**src/rtl/abkf_pkg.sv**
```systemverilog
// abkf_pkg: shared types and constants for the angle/bias Kalman filter core.
// No dependencies; used by the core top level and the testbench.
package abkf_pkg;

    localparam logic [1:0] REG_Q_ANGLE    = 2'd0;
    localparam logic [1:0] REG_Q_BIAS     = 2'd1;
    localparam logic [1:0] REG_MEAS_NOISE = 2'd2;

    localparam logic [31:0] RST_Q_ANGLE    = 32'd4294967;
    localparam logic [31:0] RST_Q_BIAS     = 32'd12884902;
    localparam logic [31:0] RST_MEAS_NOISE = 32'd128849019;

    typedef enum logic [4:0] {
        S_IDLE,
        S_INIT,
        S_P1, S_P2, S_P3, S_P4, S_P5,
        S_D0, S_D1,
        S_U0, S_U1, S_U2, S_U3, S_U4, S_U5,
        S_OUT
    } t_state;

endpackage

```
**src/rtl/abkf_mul.sv**
```systemverilog
// abkf_mul: iterative signed multiplier, (a*b)>>sh truncated toward zero,
// saturated to W bits. No dependencies. Radix-2 shift-add, one bit a cycle.
module abkf_mul #(
    parameter int W = 48
) (
    input  logic             i_clk,
    input  logic             i_rst_n,
    input  logic             i_start,
    input  logic             i_gain,      // 1: shift 32, 0: shift 16
    input  logic signed [W-1:0] i_a,
    input  logic signed [W-1:0] i_b,
    output logic             o_busy,
    output logic             o_done,
    output logic signed [W-1:0] o_p
);
    localparam int CW = $clog2(W + 1);
    localparam int PW = 2 * W;

    logic [W-1:0]  r_ma, r_mb;
    logic [PW-1:0] r_acc;
    logic [CW-1:0] r_cnt;
    logic          r_busy, r_done, r_neg, r_gain;
    logic signed [W-1:0] r_p;

    logic [W-1:0]  w_ua, w_ub;
    logic [PW-1:0] w_sh, w_res;
    logic          w_big;
    logic [W-1:0]  w_max;

    assign w_ua = i_a[W-1] ? (~i_a + 1'b1) : i_a;
    assign w_ub = i_b[W-1] ? (~i_b + 1'b1) : i_b;
    assign w_sh = r_gain ? (r_acc >> 32) : (r_acc >> 16);
    assign w_max = {1'b0, {(W-1){1'b1}}};
    assign w_big = r_neg ? (w_sh > PW'(w_max) + PW'(1)) : (w_sh > PW'(w_max));

    always_comb begin
        if (w_big) begin
            w_res = r_neg ? PW'(~w_max) : PW'(w_max);
        end else begin
            w_res = r_neg ? (~w_sh + 1'b1) : w_sh;
        end
    end

    always_ff @(posedge i_clk) begin
        if (!i_rst_n) begin
            r_busy <= 1'b0;
            r_done <= 1'b0;
            r_cnt  <= '0;
        end else begin
            r_done <= 1'b0;
            if (i_start) begin
                r_busy <= 1'b1;
                r_cnt  <= CW'(W);
                r_acc  <= '0;
                r_ma   <= w_ua;
                r_mb   <= w_ub;
                r_neg  <= i_a[W-1] ^ i_b[W-1];
                r_gain <= i_gain;
            end else if (r_busy) begin
                if (r_cnt == '0) begin
                    r_busy <= 1'b0;
                    r_done <= 1'b1;
                    r_p    <= w_res[W-1:0];
                end else begin
                    if (r_mb[0]) begin
                        r_acc <= r_acc + (PW'(r_ma) << (W - r_cnt));
                    end
                    r_mb  <= r_mb >> 1;
                    r_cnt <= r_cnt - 1'b1;
                end
            end
        end
    end

    assign o_busy = r_busy;
    assign o_done = r_done;
    assign o_p    = r_p;

    a_done_after_busy: assert property (@(posedge i_clk) disable iff (!i_rst_n)
        o_done |-> $past(r_busy)) else $error("mul done without busy");
    a_no_start_busy: assert property (@(posedge i_clk) disable iff (!i_rst_n)
        r_busy && !i_start |=> r_busy || o_done) else $error("mul dropped busy");
    a_done_pulse: assert property (@(posedge i_clk) disable iff (!i_rst_n)
        o_done |=> !o_done) else $error("mul done held");
endmodule

```
**src/rtl/abkf_div.sv**
```systemverilog
// abkf_div: restoring divider, (n*2^32)/d toward zero, saturated, 0 if d==0.
// Depends on nothing beyond its ports. One quotient bit a cycle.
module abkf_div #(
    parameter int W = 48
) (
    input  logic             i_clk,
    input  logic             i_rst_n,
    input  logic             i_start,
    input  logic signed [W-1:0] i_n,
    input  logic signed [W-1:0] i_d,
    output logic             o_busy,
    output logic             o_done,
    output logic signed [W-1:0] o_q
);
    localparam int NW = W + 32;
    localparam int CW = $clog2(NW + 1);

    logic [NW-1:0] r_num, r_quo;
    logic [W:0]    r_rem;
    logic [W-1:0]  r_d;
    logic [CW-1:0] r_cnt;
    logic          r_busy, r_done, r_neg, r_zero;
    logic signed [W-1:0] r_q;

    logic [W-1:0] w_un, w_ud, w_max;
    logic [W:0]   w_rs;
    logic         w_big;
    logic [NW-1:0] w_qs;

    assign w_un  = i_n[W-1] ? (~i_n + 1'b1) : i_n;
    assign w_ud  = i_d[W-1] ? (~i_d + 1'b1) : i_d;
    assign w_rs  = {r_rem[W-1:0], r_num[NW-1]};
    assign w_max = {1'b0, {(W-1){1'b1}}};
    assign w_big = r_neg ? (r_quo > NW'(w_max) + NW'(1)) : (r_quo > NW'(w_max));
    assign w_qs  = r_neg ? (~r_quo + 1'b1) : r_quo;

    always_ff @(posedge i_clk) begin
        if (!i_rst_n) begin
            r_busy <= 1'b0;
            r_done <= 1'b0;
            r_cnt  <= '0;
        end else begin
            r_done <= 1'b0;
            if (i_start) begin
                r_busy <= 1'b1;
                r_cnt  <= CW'(NW);
                r_num  <= {w_un, 32'd0};
                r_rem  <= '0;
                r_quo  <= '0;
                r_d    <= w_ud;
                r_neg  <= i_n[W-1] ^ i_d[W-1];
                r_zero <= (i_d == '0);
            end else if (r_busy) begin
                if (r_cnt == '0) begin
                    r_busy <= 1'b0;
                    r_done <= 1'b1;
                    if (r_zero) begin
                        r_q <= '0;
                    end else if (w_big) begin
                        r_q <= r_neg ? ~w_max : w_max;
                    end else begin
                        r_q <= w_qs[W-1:0];
                    end
                end else begin
                    r_num <= r_num << 1;
                    if (w_rs >= {1'b0, r_d}) begin
                        r_rem <= w_rs - {1'b0, r_d};
                        r_quo <= {r_quo[NW-2:0], 1'b1};
                    end else begin
                        r_rem <= w_rs;
                        r_quo <= {r_quo[NW-2:0], 1'b0};
                    end
                    r_cnt <= r_cnt - 1'b1;
                end
            end
        end
    end

    assign o_busy = r_busy;
    assign o_done = r_done;
    assign o_q    = r_q;

    a_done_after_busy: assert property (@(posedge i_clk) disable iff (!i_rst_n)
        o_done |-> $past(r_busy)) else $error("div done without busy");
    a_rem_bound: assert property (@(posedge i_clk) disable iff (!i_rst_n)
        r_busy && !r_zero |-> r_rem < {1'b0, r_d}) else $error("div remainder too big");
    a_done_pulse: assert property (@(posedge i_clk) disable iff (!i_rst_n)
        o_done |=> !o_done) else $error("div done held");
endmodule

```
**src/rtl/angle_bias_kalman_filter_core.sv**
```systemverilog
// angle_bias_kalman_filter_core: top level of the two-state angle/gyro-bias
// Kalman filter. Depends on abkf_pkg, abkf_mul and abkf_div.
//
// Fuses an accelerometer tilt angle (Q9.16) with a gyro rate (Q10.16) over a
// time step dt (Q0.16) and returns the filtered angle (Q16.16, floor of the
// internal Q.32 estimate, saturated to 32 bits). State is Q(W-32).32 with
// saturation on every operation. The first word after reset loads the angle;
// it passes through accept, load and output states. Every later word runs
// predict and update on a single shared bit-serial multiplier (11 products)
// and a bit-serial divider (two gains). o_ready is low for the whole
// computation; the result sits in an output register and the next word may be
// accepted while it waits. Only if that result is still unread when the next
// one is due does the core stall. Configuration writes land at once
// (index 3 ignored).
module angle_bias_kalman_filter_core #(
    parameter int INTERNAL_WIDTH = 48
) (
    input  logic               i_clk,
    input  logic               i_rst_n,
    input  logic               i_valid,
    output logic               o_ready,
    input  logic signed [24:0] i_accel_angle,
    input  logic signed [25:0] i_gyro_rate,
    input  logic        [15:0] i_time_step,
    output logic               o_valid,
    input  logic               i_ready,
    output logic signed [31:0] o_fused_angle,
    input  logic               i_cfg_we,
    input  logic        [1:0]  i_cfg_index,
    input  logic        [31:0] i_cfg_data
);
    localparam int W = INTERNAL_WIDTH;
    localparam logic signed [W-1:0] WMAX = {1'b0, {(W-1){1'b1}}};
    localparam logic signed [W-1:0] WMIN = {1'b1, {(W-1){1'b0}}};
    // 32-bit output limits at the internal width
    localparam logic signed [W-1:0] OMAX = W'(64'sh7FFF_FFFF);
    localparam logic signed [W-1:0] OMIN = W'(-64'sh8000_0000);

    abkf_pkg::t_state r_state, n_state;

    // configuration
    logic [31:0] r_q_angle, r_q_bias, r_meas_noise;

    // filter state
    logic signed [W-1:0] r_ang, r_bias, r_paa, r_pab, r_pba, r_pbb;
    logic                r_started;
    // sample and temporaries
    logic signed [W-1:0] r_acc, r_gyr, r_dt, r_t, r_k0, r_k1, r_y, r_p00, r_p01;
    logic                r_kdone;

    // output word register
    logic                r_ovalid;
    logic signed [31:0]  r_out;

    // shared units
    logic                w_mstart, w_mbusy, w_mdone;
    logic                w_dstart, w_dbusy, w_ddone;
    logic                w_mgain;
    logic signed [W-1:0] w_ma, w_mb, w_mp, w_dn, w_dd, w_dq;

    // sub-step flag: unit launched for this state already
    logic r_launched;
    // output register free this cycle
    logic w_out_go;

    // saturating add/sub: overflow when the two top bits differ
    function automatic logic signed [W-1:0] f_sat(input logic signed [W:0] v);
        if (!v[W] && v[W-1]) begin
            f_sat = WMAX;
        end else if (v[W] && !v[W-1]) begin
            f_sat = WMIN;
        end else begin
            f_sat = v[W-1:0];
        end
    endfunction

    function automatic logic signed [W-1:0] f_add(input logic signed [W-1:0] a,
                                                  input logic signed [W-1:0] b);
        f_add = f_sat({a[W-1], a} + {b[W-1], b});
    endfunction

    function automatic logic signed [W-1:0] f_sub(input logic signed [W-1:0] a,
                                                  input logic signed [W-1:0] b);
        f_sub = f_sat({a[W-1], a} - {b[W-1], b});
    endfunction

    // emit: floor >> 16, saturate to 32 bits
    function automatic logic signed [31:0] f_emit(input logic signed [W-1:0] v);
        logic signed [W-1:0] s;
        s = v >>> 16;
        if (s > OMAX) begin
            f_emit = 32'sh7FFF_FFFF;
        end else if (s < OMIN) begin
            f_emit = 32'sh8000_0000;
        end else begin
            f_emit = s[31:0];
        end
    endfunction

    // widen a Q10.16 input to Q.32, saturating at the internal width
    function automatic logic signed [W-1:0] f_widen(input logic signed [25:0] v);
        logic signed [W+25:0] x;
        x = (W+26)'(v) <<< 16;
        if (x > (W+26)'(WMAX)) begin
            f_widen = WMAX;
        end else if (x < (W+26)'(WMIN)) begin
            f_widen = WMIN;
        end else begin
            f_widen = x[W-1:0];
        end
    endfunction

    abkf_mul #(.W(W)) u_mul (
        .i_clk(i_clk), .i_rst_n(i_rst_n), .i_start(w_mstart), .i_gain(w_mgain),
        .i_a(w_ma), .i_b(w_mb), .o_busy(w_mbusy), .o_done(w_mdone), .o_p(w_mp)
    );

    abkf_div #(.W(W)) u_div (
        .i_clk(i_clk), .i_rst_n(i_rst_n), .i_start(w_dstart),
        .i_n(w_dn), .i_d(w_dd), .o_busy(w_dbusy), .o_done(w_ddone), .o_q(w_dq)
    );

    assign o_ready       = (r_state == abkf_pkg::S_IDLE);
    assign o_valid       = r_ovalid;
    assign o_fused_angle = r_out;
    assign w_out_go      = !r_ovalid || i_ready;

    // multiplier operand selection per state; the step starts on entry
    always_comb begin
        w_mgain = 1'b0;
        w_ma    = r_dt;
        w_mb    = r_pbb;
        case (r_state)
            abkf_pkg::S_P1: w_mb = f_sub(r_gyr, r_bias);
            abkf_pkg::S_P2: w_mb = r_pbb;
            abkf_pkg::S_P3: w_mb = r_t;
            abkf_pkg::S_P4: w_mb = r_pbb;
            abkf_pkg::S_P5: w_mb = W'({1'b0, r_q_bias});
            abkf_pkg::S_U0: begin w_mgain = 1'b1; w_ma = r_k0; w_mb = r_y; end
            abkf_pkg::S_U1: begin w_mgain = 1'b1; w_ma = r_k1; w_mb = r_y; end
            abkf_pkg::S_U2: begin w_mgain = 1'b1; w_ma = r_k0; w_mb = r_p00; end
            abkf_pkg::S_U3: begin w_mgain = 1'b1; w_ma = r_k0; w_mb = r_p01; end
            abkf_pkg::S_U4: begin w_mgain = 1'b1; w_ma = r_k1; w_mb = r_p00; end
            abkf_pkg::S_U5: begin w_mgain = 1'b1; w_ma = r_k1; w_mb = r_p01; end
            default: ;
        endcase
        w_dn = r_kdone ? r_pba : r_paa;
        w_dd = f_add(r_paa, W'({1'b0, r_meas_noise}));
    end

    always_comb begin
        w_mstart = (r_state inside {abkf_pkg::S_P1, abkf_pkg::S_P2, abkf_pkg::S_P3,
                                    abkf_pkg::S_P4, abkf_pkg::S_P5, abkf_pkg::S_U0,
                                    abkf_pkg::S_U1, abkf_pkg::S_U2, abkf_pkg::S_U3,
                                    abkf_pkg::S_U4, abkf_pkg::S_U5})
                   && !r_launched;
        w_dstart = (r_state inside {abkf_pkg::S_D0, abkf_pkg::S_D1}) && !r_launched;
    end

    // sequencer next state
    always_comb begin
        n_state = r_state;
        case (r_state)
            abkf_pkg::S_IDLE:
                if (i_valid && o_ready) begin
                    n_state = r_started ? abkf_pkg::S_P1 : abkf_pkg::S_INIT;
                end
            abkf_pkg::S_INIT: n_state = abkf_pkg::S_OUT;
            abkf_pkg::S_P1: if (w_mdone) n_state = abkf_pkg::S_P2;
            abkf_pkg::S_P2: if (w_mdone) n_state = abkf_pkg::S_P3;
            abkf_pkg::S_P3: if (w_mdone) n_state = abkf_pkg::S_P4;
            abkf_pkg::S_P4: if (w_mdone) n_state = abkf_pkg::S_P5;
            abkf_pkg::S_P5: if (w_mdone) n_state = abkf_pkg::S_D0;
            abkf_pkg::S_D0: if (w_ddone) n_state = abkf_pkg::S_D1;
            abkf_pkg::S_D1: if (w_ddone) n_state = abkf_pkg::S_U0;
            abkf_pkg::S_U0: if (w_mdone) n_state = abkf_pkg::S_U1;
            abkf_pkg::S_U1: if (w_mdone) n_state = abkf_pkg::S_U2;
            abkf_pkg::S_U2: if (w_mdone) n_state = abkf_pkg::S_U3;
            abkf_pkg::S_U3: if (w_mdone) n_state = abkf_pkg::S_U4;
            abkf_pkg::S_U4: if (w_mdone) n_state = abkf_pkg::S_U5;
            abkf_pkg::S_U5: if (w_mdone) n_state = abkf_pkg::S_OUT;
            // wait here while the previous result is still unread
            abkf_pkg::S_OUT: if (w_out_go) n_state = abkf_pkg::S_IDLE;
            default: n_state = abkf_pkg::S_IDLE;
        endcase
    end

    always_ff @(posedge i_clk) begin
        if (!i_rst_n) begin
            r_state <= abkf_pkg::S_IDLE;
        end else begin
            r_state <= n_state;
        end
    end

    // configuration port
    always_ff @(posedge i_clk) begin
        if (!i_rst_n) begin
            r_q_angle    <= abkf_pkg::RST_Q_ANGLE;
            r_q_bias     <= abkf_pkg::RST_Q_BIAS;
            r_meas_noise <= abkf_pkg::RST_MEAS_NOISE;
        end else if (i_cfg_we) begin
            case (i_cfg_index)
                abkf_pkg::REG_Q_ANGLE:    r_q_angle    <= i_cfg_data;
                abkf_pkg::REG_Q_BIAS:     r_q_bias     <= i_cfg_data;
                abkf_pkg::REG_MEAS_NOISE: r_meas_noise <= i_cfg_data;
                default: ;
            endcase
        end
    end

    // datapath: state updates as each shared-unit result returns
    always_ff @(posedge i_clk) begin
        if (!i_rst_n) begin
            r_started  <= 1'b0;
            r_launched <= 1'b0;
            r_kdone    <= 1'b0;
            r_ovalid   <= 1'b0;
            r_ang <= '0; r_bias <= '0;
            r_paa <= '0; r_pab <= '0; r_pba <= '0; r_pbb <= '0;
        end else begin
            if (r_state == abkf_pkg::S_OUT && w_out_go) begin
                r_ovalid <= 1'b1;
            end else if (r_ovalid && i_ready) begin
                r_ovalid <= 1'b0;
            end
            if (w_mstart || w_dstart) begin
                r_launched <= 1'b1;
            end else if (w_mdone || w_ddone) begin
                r_launched <= 1'b0;
            end
            case (r_state)
                abkf_pkg::S_IDLE:
                    if (i_valid && o_ready) begin
                        r_acc   <= f_widen({i_accel_angle[24], i_accel_angle});
                        r_gyr   <= f_widen(i_gyro_rate);
                        r_dt    <= W'({1'b0, i_time_step});
                        r_kdone <= 1'b0;
                    end
                abkf_pkg::S_INIT: begin
                    r_ang <= r_acc; r_bias <= '0;
                    r_paa <= '0; r_pab <= '0; r_pba <= '0; r_pbb <= '0;
                    r_started <= 1'b1;
                end
                abkf_pkg::S_P1: if (w_mdone) r_ang <= f_add(r_ang, w_mp);
                abkf_pkg::S_P2: if (w_mdone) r_t <= f_add(f_sub(f_sub(w_mp, r_pab),
                                     r_pba), W'({1'b0, r_q_angle}));
                abkf_pkg::S_P3: if (w_mdone) r_paa <= f_add(r_paa, w_mp);
                abkf_pkg::S_P4: if (w_mdone) begin
                    r_pab <= f_sub(r_pab, w_mp);
                    r_pba <= f_sub(r_pba, w_mp);
                end
                abkf_pkg::S_P5: if (w_mdone) r_pbb <= f_add(r_pbb, w_mp);
                abkf_pkg::S_D0: if (w_ddone) begin r_k0 <= w_dq; r_kdone <= 1'b1; end
                abkf_pkg::S_D1: if (w_ddone) begin
                    r_k1  <= w_dq;
                    r_y   <= f_sub(r_acc, r_ang);
                    r_p00 <= r_paa;
                    r_p01 <= r_pab;
                end
                abkf_pkg::S_U0: if (w_mdone) r_ang  <= f_add(r_ang, w_mp);
                abkf_pkg::S_U1: if (w_mdone) r_bias <= f_add(r_bias, w_mp);
                abkf_pkg::S_U2: if (w_mdone) r_paa  <= f_sub(r_paa, w_mp);
                abkf_pkg::S_U3: if (w_mdone) r_pab  <= f_sub(r_pab, w_mp);
                abkf_pkg::S_U4: if (w_mdone) r_pba  <= f_sub(r_pba, w_mp);
                abkf_pkg::S_U5: if (w_mdone) r_pbb  <= f_sub(r_pbb, w_mp);
                abkf_pkg::S_OUT:
                    if (w_out_go) begin
                        r_out <= f_emit(r_ang);
                    end
                default: ;
            endcase
        end
    end

    a_out_hold: assert property (@(posedge i_clk) disable iff (!i_rst_n)
        r_ovalid && !i_ready |=> r_ovalid && $stable(r_out))
        else $error("result overwritten");
    a_unit_excl: assert property (@(posedge i_clk) disable iff (!i_rst_n)
        !(w_mbusy && w_dbusy)) else $error("both units busy");
    a_init_once: assert property (@(posedge i_clk) disable iff (!i_rst_n)
        r_state == abkf_pkg::S_INIT |-> !r_started) else $error("re-init");
endmodule

```
**config.mk**
```make
export PLATFORM = sky130hd
export DESIGN_NAME = angle_bias_kalman_filter_core
export DESIGN_NICKNAME = d
export VERILOG_FILES = /design/src/rtl/abkf_pkg.sv /design/src/rtl/abkf_mul.sv /design/src/rtl/abkf_div.sv /design/src/rtl/angle_bias_kalman_filter_core.sv
export SDC_FILE = /design/constraint.sdc
export NUM_CORES = 2
export LEC_CHECK = 0
export ABC_CLOCK_PERIOD_IN_PS = 16500
export BUFFER_PORTS_ARGS = -buffer_cell sky130_fd_sc_hd__buf_2
export CORE_MARGIN = 1.5
export CORE_UTILIZATION = 42
export CTS_CLUSTER_SIZE = 24
export DETAILED_ROUTE_END_ITERATION = 8
export MAX_ROUTING_LAYER = met4
export PLACE_DENSITY_LB_ADDON = 0.3
export REMOVE_ABC_BUFFERS = 1
export SYNTH_ARGS = -nofsm -noshare
export SYNTH_HDL_FRONTEND = slang
export SYNTH_HIERARCHICAL = 1
export SYNTH_SLANG_ARGS = --single-unit
```
**constraint.sdc**
```tcl
create_clock -name i_clk -period 16.5 [get_ports i_clk]
set_input_delay 1.65 -clock i_clk [delete_from_list [all_inputs] [get_ports i_clk]]
set_output_delay 1.65 -clock i_clk [all_outputs]
set_load 0.05 [all_outputs]
```
==> implementation parameters <==
Parameter                              Value

Power
  Power density normalized to cell area ... 211.1 nW/um^2
  Reported leakage power ... 44.67 nW
  Clock power frac ... 15.8%
  Internal power ... 12.07 mW
  VDD IR max ... around 0.24 mV
  Switching Power ... 12.28 mW
  Part of the total power dissipated in combinational logic ... a little under two thirds
  Switching share of total power ... 50.42%
  Power share of the sequential group ... 20.8%

Hold path
  Classification of the worst-slack hold path ... reg -> reg

Drt
  Detailed router's first-iteration violation count ... 10670
  Number of remaining DRC errors ... 0
  Drt first pass iters ... 7
  Total routed wirelength ... 412500 um
  Detailed-route via count ... between 90000 and 100k
  Average wire per standard cell ... 26.10 um
  Remaining number of nets flagged by the antenna check after routing ... 0
  Vias per Instance ... 6.193

Worst setup path
  Critical path arrival ... 15130 ps
  Biggest cell delay along the critical path ... 830 ps
  Sort of element at the end of the critical path ... flop
  Slowest cell on crit path ... sky130_fd_sc_hd__and4_1
  Kind of launch point of the worst setup path ... flop
  CP max FO ... 23
  Crit path required time ... 17040 ps
  Cell with the most instances on the worst path ... sky130_fd_sc_hd__o21ai_0
  Worst Path Class, Setup ... reg -> reg

Place
  Number of placed instances, taps included ... 15490
  Port Buf Inserts ... 139
  Post-detail-place hpwl ... 322300 um
  Final weighted congestion in routability-driven placement ... 1.043

Outcome
  Status ... finished, final reports clean

STA
  Worst Hold Slack ... 442.4 ps
  Slew at the pin closest to its max-slew limit ... 1415 ps
  Final Setup Violations ... 0
  Time the final worst path needs with I/O delays and setup ... between 10000 and 15000 ps
  Fraction of the cycle the final worst path needs ... 88.46%
  FMAX ... 68.51 MHz
  Final Hold Vio Count ... 0
  Clock Skews ... 59.89 ps
  Worst slew slack as a fraction of its limit ... under 10%
  Max Slew Vio Count ... 0
  Unrepaired setup endpoints after global routing ... false

GRT
  Global-route wire length before repair ... 601500 um
  Initial antenna violation count ... 32
  Pin count of the biggest net entering global routing ... about 230
  Total track usage ... 32.06%
  Overflow left after global routing ... 0
  Via count of the first global-routing pass ... roughly 90000

Floorplan
  Core Region ... 250900 um^2
  Boundary Pins ... 140
  Chip Width ... about 500 um
  Effective utilization at floorplan ... 42.14%
  Site Rows ... ~180
  Height of the die ... 504.8 um
  Die area ... around 250000 um^2

CTS
  Post-CTS setup buffer count ... 0
  CTS Sinks ... around 1300
  Clock network latency to the later pin of the worst-skew pair ... 860 ps
  Clock Pin Slew Worst Setup and Hold Paths ... 60 ps
  Buffer type at the clock tree root ... sky130_fd_sc_hd__clkbuf_16
  Total of cells resized after clock tree synthesis ... 0
  H-Tree Level Count ... 4
  Number of buffers added by the clock tree synthesis step ... 162
  Total of hold buffers inserted after clock tree synthesis ... 0
  Buffer levels on the longest clock path ... 3
  CTS tree ... yes

Layout
  Layout cells sized above 1 ... 7.692%
  Top register by number of flip-flops ... u_mul/r_acc
  Number of flip-flops in the largest register ... 96
  Synthesis-to-layout area growth ... 9.069%
  Final net count ... 13180
  Largest registers ranked by flip-flop count ... u_mul/r_acc (96), u_div/r_quo (80)
  Number of cells in the finished layout apart from fillers ... approximately 16000

Synthesis
  Top cell type by total area after synthesis ... sky130_fd_sc_hd__edfxtp_1
  Predominant post-synthesis flop cell ... sky130_fd_sc_hd__edfxtp_1
  #FFs+latches synth ... between 1000 and 1500
  Cell types occupying the most area after synthesis ... sky130_fd_sc_hd__edfxtp_1, sky130_fd_sc_hd__ha_1, sky130_fd_sc_hd__dfxtp_1
  Register area share after synthesis ... 33.39%
  Area of the mapped netlist ... 105700 um^2
  Count leader, synth ... sky130_fd_sc_hd__a21oi_1
  Yosys warns ... 6
  Unique cell type count in the Yosys netlist ... between 100 and 150
  FFs w/ async S/R, synth ... 0%
  Post-synth EDFFs ... 903
  Cell count after synthesis ... ~13000
  Synthesized area divided by synthesized cell count ... 8.431 um^2
  Share of the synthesized area in the top cell type ... 25.64%
  Most common library cells after synthesis ... sky130_fd_sc_hd__a21oi_1, sky130_fd_sc_hd__nor2_1, sky130_fd_sc_hd__nand2_1

Job
  Max Cap Violations ... 0
## power by group through the flow
stage,combinational [mW],clock (mW),sequential [mW]
after floorplan,10.5,0,4.97
after global placement,15.0,0,5.12
after detailed placement,15.0,0,5.12
after CTS,15.1,3.91,5.06
after global routing,16.6,4.03,5.10
final,15.4,3.85,5.07
## layout make-up
class	count	area, um^2
clock inverters	108	1329
inverters	569	2143
well taps	3348	4189
repair buffers	351	2331
clock buffers	195	4375
flip-flops and latches	1312	35310
fillers	24920	135600
multi-input cells	9906	65620
diodes	18	45.04
## layer usage
layer  track usage [%]  routed length, um  vias to the layer above
li1                  -                  -                    46060
met1             40.40             171600                    46850
met2             48.30             180800                     3994
met3             4.617              29030                     1002
met4             20.16              31060                        0
met5                 -                  0                        -
## worst max-delay path: cells and delay by family, from the launching register on
family / cells / cell delay, ps
simple gates: 14 / 5750
compound gates: 20 / 5690
fa+ha+maj: 4 / 1340
xor+xnor: 1 / 690
flops: 1 / 580
buf+inv: 2 / 170
## path summary, 6_finish.rpt
kind	start	end	slack [ps]	depth (start not counted)
max	u_mul/o_p[0]	r_t[36]	1900	41
min	u_div/o_q[25]	r_k0[25]	440	0
max reg2reg	u_mul/o_p[0]	r_t[36]	1900	41
min reg2reg	u_div/o_q[25]	r_k0[25]	440	0
## cells in the final DEF (no fill, tap or decap), drive strengths merged, types with 126 or more instances in the layout
cell / instances
a21oi: 1287
nor2: 1220
nand2: 1164
edfxtp: 903
o21ai: 781
ha: 762
inv: 573
xnor2: 450
dfxtp: 409
a21o: 389
buf: 351
xor2: 294
nor3: 288
nand3: 216
clkbuf: 195
nor2b: 192
o21bai: 171
nand4: 161
a221oi: 157
a31oi: 154
mux2i: 149
a211oi: 127
nand2b: 126
## metrics by stage
step / TNS, ps / area, um^2 / worst slack, ps / utilization (%) / power, mW
4_1_cts: 0 / 115300 / 2209 / 45.94 / 24.01
5_1_grt: 0 / 115300 / 865.7 / 45.96 / 25.76
3_5_place_dp: 0 / 109600 / 2324 / 43.67 / 20.09
6_report: 0 / 115300 / 1904 / 45.96 / 24.35
3_3_place_gp: 0 / 109600 / 2466 / 43.67 / 20.11
2_1_floorplan: -1242470 / 102700 / -7059 / - / 15.49
## logic make-up after synthesis
group / share of synthesized area, %
AOI/OAI and AO/OA: 26.22
xor gates and xnor gates: 6.169
adders and majority gates: 9.461
DFF: 33.39
buffers and inverters: 4.922
muxes: 2.436
and+or+nand+nor: 17.40
Power figures use the tool's default switching activity.
